`config.mk`:
```
export PLATFORM = sky130hd
export DESIGN_NAME = task_scheduler_fifo_sleep_wake_core
export DESIGN_NICKNAME = d
export VERILOG_FILES = /design/src/tsw_pkg.sv /design/src/task_scheduler_fifo_sleep_wake_core.sv /design/src/tsw_seq.sv
export SDC_FILE = /design/constraint.sdc
export NUM_CORES = 1
export LEC_CHECK = 0
export ABC_AREA = 1
export BUFFER_PORTS_ARGS = -buffer_cell sky130_fd_sc_hd__buf_2
export CAP_MARGIN = 15
export CELL_PAD_IN_SITES_DETAIL_PLACEMENT = 0
export CELL_PAD_IN_SITES_GLOBAL_PLACEMENT = 1
export CORE_AREA = 4 4 409 411
export CTS_CLUSTER_SIZE = 16
export DETAILED_ROUTE_END_ITERATION = 10
export DIE_AREA = 0 0 413 415
export HOLD_SLACK_MARGIN = 0.1
export PLACE_DENSITY = 0.49
export SLEW_MARGIN = 15
export SYNTH_ARGS = -nofsm -noshare
export SYNTH_HDL_FRONTEND = slang
export SYNTH_SLANG_ARGS = --single-unit
```
`constraint.sdc`:
```
create_clock -name aclk -period 9.89 [get_ports aclk]
set_input_delay 0.989 -clock aclk [delete_from_list [all_inputs] [get_ports aclk]]
set_output_delay 0.989 -clock aclk [all_outputs]
set_load 0.005 [all_outputs]
```
`src/tsw_pkg.sv`:
```
// Shared types and codes for the task scheduler with sleep and wake queues.
package tsw_pkg;

    localparam logic [2:0] MODE_CREATE = 3'd0;
    localparam logic [2:0] MODE_YIELD  = 3'd1;
    localparam logic [2:0] MODE_SLEEP  = 3'd2;
    localparam logic [2:0] MODE_WAKEUP = 3'd3;
    localparam logic [2:0] MODE_EXIT   = 3'd4;
    localparam logic [2:0] MODE_REAP   = 3'd5;

    localparam logic [1:0] STAT_DONE      = 2'd0;
    localparam logic [1:0] STAT_NO_SLOT   = 2'd1;
    localparam logic [1:0] STAT_SLEPT     = 2'd2;
    localparam logic [1:0] STAT_NOT_FOUND = 2'd3;

    typedef struct packed {
        logic [2:0]  mode;
        logic [15:0] wait_id;
        logic [15:0] target_pid;
    } cmd_t;

    typedef struct packed {
        logic [1:0]  status;
        logic [15:0] new_pid;
        logic [3:0]  running_slot;
        logic [15:0] running_pid;
        logic        switched;
    } res_t;

    typedef struct packed {
        logic start;
        logic out_free;
    } seq_ctl_t;

    typedef struct packed {
        logic idle;
        logic done;
    } seq_sts_t;

endpackage

```
`src/task_scheduler_fifo_sleep_wake_core.sv`:
```
// Top level of the task scheduler with a FIFO ready queue and sleep and wake lists.
//
// The block runs one scheduler command per item and answers with one result item.
// How long it stays busy depends on the command: create scans the slot table one
// slot per cycle, wakeup and exit walk the wait list one waiter at a time because
// each list entry is read through a registered memory read, reap walks the kill
// list the same way, and every command that reschedules pops the ready queue when
// it is not empty and fetches the new task's pid from the pid memory. The shortest
// commands are a yield with an empty queue and an unused mode; the longest is an
// exit that walks a full wait list. Results are held in an output register, so the
// next item is accepted as soon as the sequencer is idle, even while the previous
// result still waits. No clearing pass is needed after reset: slot occupancy is
// kept in flip-flops and the lists are tracked by their counts.
module task_scheduler_fifo_sleep_wake_core #(
    parameter int MAX_TASKS = 16,
    parameter int ID_BITS   = 16
) (
    input  logic          aclk,
    input  logic          aresetn,
    input  logic          s_valid,
    output logic          s_ready,
    input  tsw_pkg::cmd_t s_data,
    output logic          m_valid,
    input  logic          m_ready,
    output tsw_pkg::res_t m_data,
    input  logic          cfg_wr_en,
    input  logic [15:0]   cfg_wr_data
);
    logic [15:0]       reap_wait_id_reg;
    logic              m_valid_reg;
    tsw_pkg::res_t     m_data_reg;
    tsw_pkg::seq_ctl_t ctl;
    tsw_pkg::seq_sts_t sts;
    tsw_pkg::res_t     res;

    // The user must write the reaper's wait id only while the block is idle; the block does not enforce this.
    always_ff @(posedge aclk) begin
        if (!aresetn) begin
            reap_wait_id_reg <= 16'd1;
        end else if (cfg_wr_en) begin
            reap_wait_id_reg <= cfg_wr_data;
        end
    end

    assign s_ready      = sts.idle;
    assign ctl.start    = s_valid && sts.idle;
    // The result register is free when empty or being emptied this cycle.
    assign ctl.out_free = !m_valid_reg || m_ready;

    tsw_seq #(
        .MAX_TASKS(MAX_TASKS),
        .ID_BITS  (ID_BITS)
    ) u_seq (
        .aclk        (aclk),
        .aresetn     (aresetn),
        .ctl         (ctl),
        .cmd         (s_data),
        .reap_wait_id(reap_wait_id_reg),
        .sts         (sts),
        .res         (res)
    );

    always_ff @(posedge aclk) begin
        if (!aresetn) begin
            m_valid_reg <= 1'b0;
        end else if (sts.done) begin
            m_valid_reg <= 1'b1;
        end else if (m_ready) begin
            m_valid_reg <= 1'b0;
        end
    end

    always_ff @(posedge aclk) begin
        if (sts.done) m_data_reg <= res;
    end

    assign m_valid = m_valid_reg;
    assign m_data  = m_data_reg;

endmodule

```
`src/tsw_seq.sv`:
```
// Command sequencer with the slot table, ready queue, wait list and kill list.
module tsw_seq #(
    parameter int MAX_TASKS = 16,
    parameter int ID_BITS   = 16
) (
    input  logic              aclk,
    input  logic              aresetn,
    input  tsw_pkg::seq_ctl_t ctl,
    input  tsw_pkg::cmd_t     cmd,
    input  logic [15:0]       reap_wait_id,
    output tsw_pkg::seq_sts_t sts,
    output tsw_pkg::res_t     res
);
    localparam int SW = (MAX_TASKS > 1) ? $clog2(MAX_TASKS) : 1;
    localparam int CW = $clog2(MAX_TASKS + 1);
    localparam int EW = SW + ID_BITS;
    localparam logic [CW-1:0] FULL_CNT = CW'(MAX_TASKS);
    localparam logic [SW-1:0] LAST_SLOT = SW'(MAX_TASKS - 1);
    localparam logic [ID_BITS-1:0] ID_ONES = {ID_BITS{1'b1}};

    typedef enum logic [10:0] {
        ST_IDLE     = 11'b00000000001,
        ST_FREE     = 11'b00000000010,
        ST_WL_RD    = 11'b00000000100,
        ST_WL_PR    = 11'b00000001000,
        ST_KL_RD    = 11'b00000010000,
        ST_KL_PR    = 11'b00000100000,
        ST_SCHED_RD = 11'b00001000000,
        ST_SCHED_PR = 11'b00010000000,
        ST_PID_RD   = 11'b00100000000,
        ST_PID_LD   = 11'b01000000000,
        ST_FIN      = 11'b10000000000
    } state_t;

    state_t state_reg, state_next;

    logic [MAX_TASKS-1:0] used_reg, used_next;
    logic [SW-1:0]        cur_reg, cur_next;
    logic [ID_BITS-1:0]   cur_pid_reg, cur_pid_next;
    logic [ID_BITS-1:0]   pc_reg, pc_next;
    logic [SW-1:0]        rq_head_reg, rq_head_next;
    logic [CW-1:0]        rq_cnt_reg, rq_cnt_next;
    logic [CW-1:0]        wl_cnt_reg, wl_cnt_next;
    logic [CW-1:0]        kl_cnt_reg, kl_cnt_next;
    logic [CW-1:0]        i_reg, i_next;
    logic [CW-1:0]        w_reg, w_next;
    logic [SW-1:0]        j_reg, j_next;
    logic                 found_reg, found_next;
    logic                 after_reg, after_next;
    logic [ID_BITS-1:0]   key_reg, key_next;
    logic [1:0]           status_reg, status_next;
    logic [ID_BITS-1:0]   new_pid_reg, new_pid_next;
    logic                 sw_reg, sw_next;

    logic [SW-1:0]      rq_mem [MAX_TASKS];
    logic [EW-1:0]      wl_mem [MAX_TASKS];
    logic [EW-1:0]      kl_mem [MAX_TASKS];
    logic [ID_BITS-1:0] pid_mem [MAX_TASKS];
    logic [SW-1:0]      rq_rd_reg;
    logic [EW-1:0]      wl_rd_reg, kl_rd_reg;
    logic [ID_BITS-1:0] pid_rd_reg;

    logic               rq_we, wl_we, kl_we, pid_we;
    logic [SW-1:0]      rq_wa, wl_wa, kl_wa, pid_wa;
    logic [SW-1:0]      rq_wd;
    logic [EW-1:0]      wl_wd, kl_wd;
    logic [ID_BITS-1:0] pid_wd;
    logic [SW-1:0]      rq_ra, wl_ra, kl_ra, pid_ra;

    logic [SW:0]        tail_sum;
    logic [SW-1:0]      rq_tail;
    logic [ID_BITS-1:0] in_wid, in_tpid, rwid;

    assign in_wid  = ID_BITS'(cmd.wait_id);
    assign in_tpid = ID_BITS'(cmd.target_pid);
    assign rwid    = ID_BITS'(reap_wait_id);

    // Tail of the ring: head plus count, folded once since head < depth and count <= depth.
    assign tail_sum = (SW + 1)'(rq_head_reg) + (SW + 1)'(rq_cnt_reg);
    assign rq_tail  = (tail_sum >= (SW + 1)'(MAX_TASKS))
                      ? SW'(tail_sum - (SW + 1)'(MAX_TASKS)) : SW'(tail_sum);

    always_comb begin
        state_next   = state_reg;
        used_next    = used_reg;
        cur_next     = cur_reg;
        cur_pid_next = cur_pid_reg;
        pc_next      = pc_reg;
        rq_head_next = rq_head_reg;
        rq_cnt_next  = rq_cnt_reg;
        wl_cnt_next  = wl_cnt_reg;
        kl_cnt_next  = kl_cnt_reg;
        i_next       = i_reg;
        w_next       = w_reg;
        j_next       = j_reg;
        found_next   = found_reg;
        after_next   = after_reg;
        key_next     = key_reg;
        status_next  = status_reg;
        new_pid_next = new_pid_reg;
        sw_next      = sw_reg;
        rq_we = 1'b0; rq_wa = rq_tail; rq_wd = cur_reg;
        wl_we = 1'b0; wl_wa = wl_cnt_reg[SW-1:0]; wl_wd = {cur_reg, in_wid};
        kl_we = 1'b0; kl_wa = kl_cnt_reg[SW-1:0]; kl_wd = {cur_reg, cur_pid_reg};
        pid_we = 1'b0; pid_wa = j_reg; pid_wd = pc_reg;
        rq_ra = rq_head_reg;
        wl_ra = i_reg[SW-1:0];
        kl_ra = i_reg[SW-1:0];
        pid_ra = cur_reg;

        unique case (state_reg)
            ST_IDLE: begin
                if (ctl.start) begin
                    status_next  = tsw_pkg::STAT_DONE;
                    new_pid_next = '0;
                    sw_next      = 1'b0;
                    i_next       = '0;
                    w_next       = '0;
                    j_next       = '0;
                    found_next   = 1'b0;
                    after_next   = 1'b0;
                    unique case (cmd.mode)
                        tsw_pkg::MODE_CREATE: state_next = ST_FREE;
                        tsw_pkg::MODE_YIELD: begin
                            if (rq_cnt_reg == '0) begin
                                state_next = ST_FIN;
                            end else begin
                                sw_next = 1'b1;
                                if (cur_reg != '0 && rq_cnt_reg < FULL_CNT) begin
                                    rq_we       = 1'b1;
                                    rq_cnt_next = rq_cnt_reg + 1'b1;
                                end
                                state_next = ST_SCHED_RD;
                            end
                        end
                        tsw_pkg::MODE_SLEEP: begin
                            sw_next = 1'b1;
                            if (cur_reg != '0 && wl_cnt_reg < FULL_CNT) begin
                                wl_we       = 1'b1;
                                wl_cnt_next = wl_cnt_reg + 1'b1;
                            end
                            state_next = ST_SCHED_RD;
                        end
                        tsw_pkg::MODE_WAKEUP: begin
                            key_next   = in_wid;
                            state_next = ST_WL_RD;
                        end
                        tsw_pkg::MODE_EXIT: begin
                            sw_next    = 1'b1;
                            after_next = 1'b1;
                            key_next   = rwid;
                            if (cur_reg != '0 && kl_cnt_reg < FULL_CNT) begin
                                kl_we       = 1'b1;
                                kl_cnt_next = kl_cnt_reg + 1'b1;
                            end
                            state_next = ST_WL_RD;
                        end
                        tsw_pkg::MODE_REAP: begin
                            key_next = in_tpid;
                            if (kl_cnt_reg == '0) begin
                                status_next = tsw_pkg::STAT_SLEPT;
                                sw_next     = 1'b1;
                                wl_wd       = {cur_reg, rwid};
                                if (cur_reg != '0 && wl_cnt_reg < FULL_CNT) begin
                                    wl_we       = 1'b1;
                                    wl_cnt_next = wl_cnt_reg + 1'b1;
                                end
                                state_next = ST_SCHED_RD;
                            end else begin
                                state_next = ST_KL_RD;
                            end
                        end
                        default: state_next = ST_FIN;
                    endcase
                end
            end
            ST_FREE: begin
                if (!used_reg[j_reg]) begin
                    used_next[j_reg] = 1'b1;
                    pid_we       = 1'b1;
                    new_pid_next = pc_reg;
                    pc_next      = (pc_reg == ID_ONES) ? ID_BITS'(1) : pc_reg + 1'b1;
                    rq_wd        = j_reg;
                    if (rq_cnt_reg < FULL_CNT) begin
                        rq_we       = 1'b1;
                        rq_cnt_next = rq_cnt_reg + 1'b1;
                    end
                    state_next = ST_FIN;
                end else if (j_reg == LAST_SLOT) begin
                    status_next = tsw_pkg::STAT_NO_SLOT;
                    state_next  = ST_FIN;
                end else begin
                    j_next = j_reg + 1'b1;
                end
            end
            ST_WL_RD: begin
                if (i_reg == wl_cnt_reg) begin
                    wl_cnt_next = w_reg;
                    state_next  = after_reg ? ST_SCHED_RD : ST_FIN;
                end else begin
                    state_next = ST_WL_PR;
                end
            end
            ST_WL_PR: begin
                // Matching waiters go to the ready queue when it has room; the rest close up in order.
                if (wl_rd_reg[ID_BITS-1:0] == key_reg) begin
                    rq_wd = wl_rd_reg[EW-1:ID_BITS];
                    if (rq_cnt_reg < FULL_CNT) begin
                        rq_we       = 1'b1;
                        rq_cnt_next = rq_cnt_reg + 1'b1;
                    end
                end else begin
                    wl_we  = 1'b1;
                    wl_wa  = w_reg[SW-1:0];
                    wl_wd  = wl_rd_reg;
                    w_next = w_reg + 1'b1;
                end
                i_next     = i_reg + 1'b1;
                state_next = ST_WL_RD;
            end
            ST_KL_RD: begin
                if (i_reg == kl_cnt_reg) begin
                    kl_cnt_next = w_reg;
                    status_next = found_reg ? tsw_pkg::STAT_DONE : tsw_pkg::STAT_NOT_FOUND;
                    state_next  = ST_FIN;
                end else begin
                    state_next = ST_KL_PR;
                end
            end
            ST_KL_PR: begin
                if (!found_reg && kl_rd_reg[ID_BITS-1:0] == key_reg) begin
                    found_next = 1'b1;
                    used_next[kl_rd_reg[EW-1:ID_BITS]] = 1'b0;
                end else begin
                    kl_we  = 1'b1;
                    kl_wa  = w_reg[SW-1:0];
                    kl_wd  = kl_rd_reg;
                    w_next = w_reg + 1'b1;
                end
                i_next     = i_reg + 1'b1;
                state_next = ST_KL_RD;
            end
            ST_SCHED_RD: begin
                if (rq_cnt_reg == '0) begin
                    cur_next   = '0;
                    state_next = ST_PID_RD;
                end else begin
                    state_next = ST_SCHED_PR;
                end
            end
            ST_SCHED_PR: begin
                cur_next     = rq_rd_reg;
                rq_head_next = (rq_head_reg == LAST_SLOT) ? '0 : rq_head_reg + 1'b1;
                rq_cnt_next  = rq_cnt_reg - 1'b1;
                state_next   = ST_PID_RD;
            end
            ST_PID_RD: state_next = ST_PID_LD;
            ST_PID_LD: begin
                // The idle task never has a pid entry written.
                cur_pid_next = (cur_reg == '0) ? '0 : pid_rd_reg;
                state_next   = ST_FIN;
            end
            ST_FIN: begin
                if (ctl.out_free) state_next = ST_IDLE;
            end
            default: state_next = ST_IDLE;
        endcase
    end

    always_ff @(posedge aclk) begin
        if (!aresetn) begin
            state_reg   <= ST_IDLE;
            used_reg    <= MAX_TASKS'(1);
            cur_reg     <= '0;
            cur_pid_reg <= '0;
            pc_reg      <= ID_BITS'(1);
            rq_head_reg <= '0;
            rq_cnt_reg  <= '0;
            wl_cnt_reg  <= '0;
            kl_cnt_reg  <= '0;
        end else begin
            state_reg   <= state_next;
            used_reg    <= used_next;
            cur_reg     <= cur_next;
            cur_pid_reg <= cur_pid_next;
            pc_reg      <= pc_next;
            rq_head_reg <= rq_head_next;
            rq_cnt_reg  <= rq_cnt_next;
            wl_cnt_reg  <= wl_cnt_next;
            kl_cnt_reg  <= kl_cnt_next;
        end
    end

    always_ff @(posedge aclk) begin
        i_reg       <= i_next;
        w_reg       <= w_next;
        j_reg       <= j_next;
        found_reg   <= found_next;
        after_reg   <= after_next;
        key_reg     <= key_next;
        status_reg  <= status_next;
        new_pid_reg <= new_pid_next;
        sw_reg      <= sw_next;
    end

    always_ff @(posedge aclk) begin
        if (rq_we) rq_mem[rq_wa] <= rq_wd;
        rq_rd_reg <= rq_mem[rq_ra];
    end

    always_ff @(posedge aclk) begin
        if (wl_we) wl_mem[wl_wa] <= wl_wd;
        wl_rd_reg <= wl_mem[wl_ra];
    end

    always_ff @(posedge aclk) begin
        if (kl_we) kl_mem[kl_wa] <= kl_wd;
        kl_rd_reg <= kl_mem[kl_ra];
    end

    always_ff @(posedge aclk) begin
        if (pid_we) pid_mem[pid_wa] <= pid_wd;
        pid_rd_reg <= pid_mem[pid_ra];
    end

    assign sts.idle = (state_reg == ST_IDLE);
    assign sts.done = (state_reg == ST_FIN) && ctl.out_free;

    assign res.status       = status_reg;
    assign res.new_pid      = 16'(new_pid_reg);
    assign res.running_slot = 4'(cur_reg);
    assign res.running_pid  = 16'(cur_pid_reg);
    assign res.switched     = sw_reg;

endmodule
```
======== After elaboration in Yosys (flattened, before gate mapping) ========
Memories as Yosys holds them, arrays and structs flattened. A register that Yosys moved wholly into a read port is not among the register bits.
Index checks and enable logic that the tools add are counted.
operators by class
  add/subtract/negate cells ............... 11
  $lt $le $gt $ge ......................... 8
  equality and inequality tests ........... 44
  muxes and demuxes ....................... 119
  bitwise logic cells ..................... 4
  reduce and logical (&&, ||, !) cells .... 46
operators by type and width
  operator                                                          count
  16-bit two-way mux                                                9
  11-bit one-hot mux with 11 select lines                           1
  5-bit two-way mux                                                 18
  11-bit two-way mux                                                8
  16-bit one-hot mux with 2 select lines                            2
  20-bit two-way mux                                                3
  11-bit one-hot mux with 5 select lines                            1
  4-bit two-way mux                                                 12
  16-bit one-hot mux with 3 select lines                            1
  20-bit one-hot mux with 2 select lines                            1
  5-bit one-hot mux with 2 select lines                             4
  1-bit two-way mux                                                 35
  16-bit equality test                                              2
  2-bit by 1-bit != test with 1-bit output (second input constant)  13
  5-bit by 1-bit adder with 5-bit output (second input constant)    5
  4-bit one-hot mux with 2 select lines                             3
  5-bit one-hot mux with 4 select lines                             1
  16-bit by 1-bit adder with 16-bit output (second input constant)  1
  16-bit AND                                                        1
  16-bit equality test (second input constant)                      1
  16-bit inverter                                                   1
  16-bit OR                                                         1
  2-bit nonzero test                                                8
  5-bit < comparator (second input constant)                        3
  51 further kinds                                                  97
storage, ports and cells
  register bits ........................... 189
  memory bits (writable) .................. 960
  input port bits ......................... 56
  output and inout port bits .............. 41
  word-level logic and storage cells ...... 261
  memories kept ........................... 4
memory list
  name           depth  bits a word  rd ports  clocked after memory_dff  wr ports  line           RTL
  u_seq.kl_mem   16     20           1         1                         1         tsw_seq.sv:57  logic [EW-1:0] kl_mem [MAX_TASKS];
  u_seq.wl_mem   16     20           1         1                         1         tsw_seq.sv:56  logic [EW-1:0] wl_mem [MAX_TASKS];
  u_seq.pid_mem  16     16           1         1                         1         tsw_seq.sv:58  logic [ID_BITS-1:0] pid_mem [MAX_TASKS];
  u_seq.rq_mem   16     4            1         1                         1         tsw_seq.sv:55  logic [SW-1:0] rq_mem [MAX_TASKS];

======== Longest topological paths before layout ========
Gate-level depths: netlist of run 1.
  depth in word-level cells ............... 9
  mapped depth ............................ 15

======== By module ========
Synthesis of run 1 repeated with hierarchy kept, for this count alone.
second synthesis, totals
  cells, all modules ...................... 4177
  area, all modules ....................... 49084.6 um^2
modules (own cells, without submodules)
  module                               instances  cells an instance  area an instance (um^2)  sequential area each (um^2)
  tsw_seq                              1          4062               47317.9                  33201.8
  task_scheduler_fifo_sleep_wake_core  1          115                1766.7                   1511.4

======== Least setup slack after synthesis of run 1 ========
No wires, ideal clock.
  path kind ............................... input-to-reg
  start point ............................. in s_data[34] in the netlist's numbering
  end point ............................... mem u_seq.wl_mem[0][0] in the netlist's numbering (enable)
  setup time .............................. 0.397 ns
  arrival ................................. 2.849 ns
  required time ........................... 9.493 ns
  setup slack ............................. 6.645 ns
  cell stages on the path ................. 9
  path buffers ............................ 1
  path through ............................ buf_6 > nand3_1 > nor2_1 > nor2_1 > o21ai_1 > inv_1 > nor2_1 > nand2_1 > nor2_1
between the ends
  longest elaborated chain between the ends .. 6
ends and longest elaborated chain
  element                                                                                line                                       RTL
  start: declaration                                                                     task_scheduler_fifo_sleep_wake_core.sv:22  input tsw_pkg::cmd_t s_data,
  3-bit equality test or 3-bit by 2-bit equality test with 1-bit output (tied branches)  tsw_seq.sv:122                             unique case (cmd.mode)
  1-bit one-hot mux with 2 select lines (*)                                              tsw_seq.sv:122
  1-bit two-way mux (*)                                                                  tsw_seq.sv:113                             if (ctl.start) begin
  1-bit one-hot mux with 2 select lines (*)                                              tsw_seq.sv:111                             unique case (state_reg)
  1-bit two-way mux (*)                                                                  tsw_seq.sv:312                             if (wl_we) wl_mem[wl_wa] <= wl_wd;
  1-bit two-way mux (implied by the code) (*)                                            tsw_seq.sv:312
  end: declaration                                                                       tsw_seq.sv:56
Every way passes the cells marked *; elsewhere a longest branch is shown, timed or not.

======== Worst setup path in the final report of run 1 ========
  start point ............................. reg u_seq.key_reg[9]
  end point ............................... mem u_seq.kl_mem[9][16] in the netlist's numbering (enable)
between the ends
  longest elaborated chain between the ends .. 6
ends and longest elaborated chain
  element                                  line            RTL
  start: declaration                       tsw_seq.sv:50   logic [ID_BITS-1:0] key_reg, key_next;
  start signal: assignment                 tsw_seq.sv:300  key_reg <= key_next;
  16-bit equality test (*)                 tsw_seq.sv:231  if (!found_reg && kl_rd_reg[ID_BITS-1:0] == key_reg) begin
  1-bit logical AND (*)                    tsw_seq.sv:231
  1-bit two-way mux                        tsw_seq.sv:231
  1-bit one-hot mux with 2 select lines    tsw_seq.sv:111
  1-bit two-way mux                        tsw_seq.sv:317  if (kl_we) kl_mem[kl_wa] <= kl_wd;
  1-bit two-way mux (implied by the code)  tsw_seq.sv:317
  end: declaration                         tsw_seq.sv:57
Marks and branches as above.

==> flow_summary.toml, run 1 <==
[run_status]
status = "finished clean"

[cts]
cts_resized = 0
cts.path.max_buffers = 3
cts_root_buf = "clkbuf_16"
cts_hold_buf = 0
postCtsSetupBuffers = 0
cts_buffers = 138
path_clk_slew_ps = 60
cts_sinks = 1209
cts_tree = "yes"
worstSkewPairLatency_ps = 760
cts_max_level = 4

[worst_hold_path]
worstHoldPathType = "reg2reg"

[synth]
yosys.area.top_type = "edfxtp_1"
synth_area_per_cell_um2 = 11.8
synth-seq-cells = 1209
synth-seq-area-share_pct = 71.1
async_flop_share_pct = 0
synth-main-ff-cell = "edfxtp_1"
synth_cells = 4145
synth-edff-count = 1050
synth_area_um2 = 48800
syn-num-nets = 4220
synth_cell_types = 52
netlist.area_leader.share_pct = 64.5
ys_warn_count = 0
ys_top_cells_by_area = "edfxtp_1 65%, dfxtp_1 6.5%, o21ai_0 5.8%, nor2_1 5.2%, nand2_1 3.9%"

[drt]
vias = 32252
drc_errors = 0
routed_wl_um = 158000
firstDrtPassIters = 5
via_per_inst = 4.92
wl_per_cell_um = 24.1
drt_iter0_markers = 2462
ant_nets = 0

[critical_path]
arrival_ps = 4040
slowest_delay_ps = 700
cp-end-kind = "register"
crit_buf_inv = 1
critPathTopFamily = "simple AND/OR/NAND/NOR gates"
crit_fanout = 66
cp-start-kind = "register"
crit_path_cell_trace = "nand2_1 > o21ai_0 > nor2_1 > nand3_1 > nor2_1 > nand3_1 > nand2_2 > buf_4 > nand2_1 > o21ai_2 > nand3_1 > nor2_4"
cp_slowest_cell = "nor2_4"
crit_type = "reg2reg"
crit_top_cell = "nand3_1"
worstPathRequired_ps = 10280

[finish]
stdcell_count = 6555
final_layout_size_suffix_gt1_share_pct = 11.8
layout_common_cells = "1,050 x edfxtp_1, 636 x nor2_1, 561 x o21ai_0"
top_regs = "u_seq.kl_mem (320), u_seq.wl_mem (320), u_seq.pid_mem (256)"
final_area_um2 = 56800
num-nets-final = 4321
layout_commonest_cell = "edfxtp_1"
area.growth.synth_to_final_pct = 16.2

[global_routing]
grt_overflow = 0
grt_pass1_wl_um = 229000
grt_start_max_net_pins = 164
antenna_found_initial = 23
grt_pass1_vias = 31789
grt_usage_pct = 18.2

[power_and_ir_drop]
ir_worst_vdd_uv = 116
leakage_uw = 0.0190
power_density_nw_per_um2 = 235

[sta]
setup_violations = 0
tns_ps = 0
min_period_ps = 3650
clock_skew_ps = 22.9
grt_setup_unrepaired = "false"
final_hold_viol_count = 0
fmax_ghz = 0.274
finalMaxSlewViolations = 0
tightestPinTransition_ps = 1160
finalCritPeriodShare_pct = 36.9
slew_headroom_pct = 22.4

[floorplanning]
die_area_um2 = 171000
die_w_um = 413
initial_core_util_pct = 29.8
core_area_um2 = 164000
io_pins = 97
die_y_um = 415
rows = 149

[place]
place.detailed.hpwl_um = 98600
place_congestion = 0.789
port-buffer-count = 96
dpl_cell_area_um2 = 52200
place_inst = 6295

[run]
drv_cap = 0
area by class of cell:
type	instances	area (um2)
fill	16477	107000
sequential	1209	34700
multi-input combinational	2510	12700
clock buffer	190	3890
tap	2189	2740
timing repair buffer	196	1260
inverter	191	729
clock inverter	61	677
antenna	9	22.5
worst paths after layout:
| path | from | end | slack, ps | cells past startpoint |
|---|---|---|---|---|
| setup / recovery | u_seq.key_reg[9] | u_seq.kl_mem[9][16] | 6240 | 12 |
| hold / removal | u_seq.new_pid_reg[0] | m_data[21] | 420 | 0 |
| hold reg to reg | u_seq.new_pid_reg[0] | m_data[21] | 420 | 0 |
| setup reg to reg | u_seq.key_reg[9] | u_seq.kl_mem[9][16] | 6240 | 12 |
synth_stat cells (3+ instances only):
master / number
edfxtp_1: 1050
nor2_1: 683
o21ai_0: 568
nand2_1: 512
clkbuf_1: 177
nand3_1: 176
inv_1: 174
dfxtp_1: 159
o22ai_1: 132
o221ai_1: 112
a21oi_1: 93
o211ai_1: 45
buf_2: 32
nand4_1: 32
nor3_1: 21
xor2_1: 21
ha_1: 17
xnor2_1: 14
buf_4: 11
inv_2: 11
buf_1: 10
mux2i_1: 8
nand2_2: 8
o32ai_1: 8
o21ai_1: 7
clkinv_1: 6
nor2_2: 5
nor2_4: 5
a211oi_1: 4
buf_6: 4
o21ai_2: 4
a31oi_1: 3
nand2_4: 3
nand3_4: 3
nor2_8: 3
nor3b_1: 3
nor4_1: 3
stage by stage:
step	hold WS, ps	worst slack [ps]	power, uW	util [%]
final	417	6240	13300	34.6
after global routing	417	6000	13900	34.6
after CTS	415	6190	13500	34.6
after detailed placement	406	5950	8320	31.8
after global placement	403	5940	8330	31.8
after floorplan	400	6640	7350	-
where the power goes:
| group | switching (uW) | total [uW] | internal [uW] |
|---|---|---|---|
| registers | 181 | 6030 | 5850 |
| logic | 1620 | 2160 | 542 |
| clock network | 2120 | 5130 | 3010 |
cell families (layout without fill, tap and decap cells):
family,Yosys count,after routing,synth area share (%)
AOI/OAI and AO/OA,982,982,11.7
xor gates and xnor gates,35,35,0.628
adders and majority gates,19,19,0.517
buffers and inverters,426,638,3.50
DFF,1209,1209,71.1
muxes,8,8,0.164
other,0,9,0
and+or+nand+nor,1466,1466,12.4
metal layers:
layer / share of wire (%) / wire [um] / GRT usage (%)
met2: 45 / 71400 / 28.2
met3: 4.2 / 6620 / 2.75
met5: 0.010 / 16 / 0
met4: 2.6 / 4170 / 5.28
met1: 48 / 75800 / 26.4
Power figures use the tool's default switching activity.
==> run 2: changes to the inputs <==
==> constraint.sdc (replaced) <==
create_clock -name aclk -period 3.46 [get_ports aclk]
set_input_delay 0.346 -clock aclk [delete_from_list [all_inputs] [get_ports aclk]]
set_output_delay 0.346 -clock aclk [all_outputs]
set_load 0.005 [all_outputs]
==> flow_summary.toml, run 2 (synthesized netlist as in run 1, its figures left out) <==
[place]
place.detailed.hpwl_um = 97600
port-buffer-count = 96
place_congestion = 0.790

[floorplanning]
rows = 149
die_area_um2 = 171000
initial_core_util_pct = 29.8
core_area_um2 = 164000
io_pins = 97
die_w_um = 413
die_y_um = 415

[global_routing]
met1_usage_pct = 26.7
gr-usage-met2_pct = 28.5
busiest_layer = "met2"
grt_usage_pct = 18.1
grt_start_max_net_pins = 134
grt_overflow = 0
grt_pass1_vias = 32598
grt_pass1_wl_um = 231000
antenna_found_initial = 16
met3_usage_pct = 2.52

[cts]
cts_tree = "yes"
path_clk_slew_ps = 60
cts.path.max_buffers = 3
cts_buffers = 140
cts_root_buf = "clkbuf_16"
cts_sinks = 1209
worstSkewPairLatency_ps = 780
cts_max_level = 4

[drt]
vias = 33225
drt_iter0_markers = 2481
firstDrtPassIters = 5
ant_nets = 0
routed_wl_um = 158000
wl_per_cell_um = 23.6
drc_errors = 0
via_per_inst = 4.98

[sta]
tns_ps = 0
finalCritPeriodShare_pct = 86.1
setup_violations = 0
min_period_ps = 2980
hold-worst-slack_ps = 168
fmax_ghz = 0.336
finalMaxSlewViolations = 0
tightestPinTransition_ps = 1050
final_hold_viol_count = 0
clock_skew_ps = 35.5
grt_setup_unrepaired = "false"
slew_headroom_pct = 30.0

[finish]
area.growth.synth_to_final_pct = 19.1
utilization_pct = 35.4
layout_commonest_cell = "edfxtp_1"
top_regs = "u_seq.kl_mem (320), u_seq.wl_mem (320), u_seq.pid_mem (256)"
final_layout_size_suffix_gt1_share_pct = 13.0
num-nets-final = 4445
layout_common_cells = "1,050 x edfxtp_1, 636 x nor2_1, 564 x o21ai_0"
fillers = 16279

[power_and_ir_drop]
leakage_uw = 0.0197
power_density_nw_per_um2 = 666
ir_worst_vdd_uv = 424

[worst_hold_path]
worstHoldPathType = "in2reg"
whs_path_depth = 3

[critical_path]
cp-end-kind = "register"
slowest_delay_ps = 360
crit_top_cell = "nor2_1"
cp_slowest_cell = "dfxtp_1"
arrival_ps = 3410
rr_worst_depth = 11
crit_fanout = 16
crit_type = "reg2reg"
worstPathRequired_ps = 3890
cp-start-kind = "register"
crit_path_cell_trace = "inv_1 > ha_1 > nand4_1 > nor2_1 > nor2_1 > o21ai_1 > inv_1 > nor2_1 > nand2_1 > nor2_4 > buf_4"

[run_status]
status = "finished clean"

[run]
drv_cap = 0
## run 2: cell types whose count changed in the layout (fill, tap and decap cells not counted), sizes merged
| cell | change |
|---|---|
| buf | +67 |
| dlygate4sd3 | +55 |
| clkinv | +7 |
| clkbuf | -6 |
| bufinv | +5 |
| diode | -4 |
| clkinvlp | -2 |
| inv | +1 |
## run 2: per-stage QoR
step	cells	instance area (um2)	power, uW	setup WS, ps
2_1_floorplan	4145	48800	21000	300
4_1_cts	6673	58100	39200	442
3_5_place_dp	6362	52900	24000	426
5_1_grt	6673	58100	40400	266
6_report	6678	58200	38700	479
3_3_place_gp	6362	52900	24000	465
## run 2: critical path: cells and delay by family (launching register included)
| family | cells | cell delay, ps |
|---|---|---|
| DFF | 1 | 360 |
| adders and majority gates | 1 | 180 |
| AOI/OAI and AO/OA | 1 | 320 |
| and+or+nand+nor | 6 | 1170 |
| buffers and inverters | 3 | 600 |
## run 2: repair_timing
item | in CTS | in global routing
setup endpoints to repair | 0 | 0
gates resized for setup | 0 | 0
setup buffers | 0 | 0
endpoints found under the hold margin | 42 | 0
hold buffers | 55 | 0
## run 2: where the power goes
group,switching [uW],total [uW],internal [uW]
clock,6120,15000,8910
sequential,529,17300,16700
combinational,4710,6430,1730
total,11400,38700,27400
## run 2: layout make-up
class	instances	area, um2	share of cell area (%)
Antenna cell	5	12.5	0.0215
Clock buffer	184	3830	6.59
Clock inverter	72	828	1.42
Inverter	191	729	1.25
Multi-Input combinational cell	2510	12700	21.8
Sequential cell	1209	34700	59.7
Tap cell	2189	2740	4.71
Timing Repair Buffer	318	2610	4.49
## run 2: final timing paths
check	to	slack, ps	start
worst max-delay path	u_seq.wl_mem[15][10]	480	u_seq.kl_cnt_reg[1]
worst min-delay path	u_seq.after_reg	170	s_data[34]
worst max register to register	u_seq.wl_mem[15][10]	480	u_seq.kl_cnt_reg[1]
worst min register to register	m_data[22]	420	u_seq.new_pid_reg[1]
## run 2: per-layer routing
metal	routed length, um	share of wire, %
met1	75800	48
met2	72900	46
met3	6420	4.1
met4	2630	1.7
met5	26	0.016
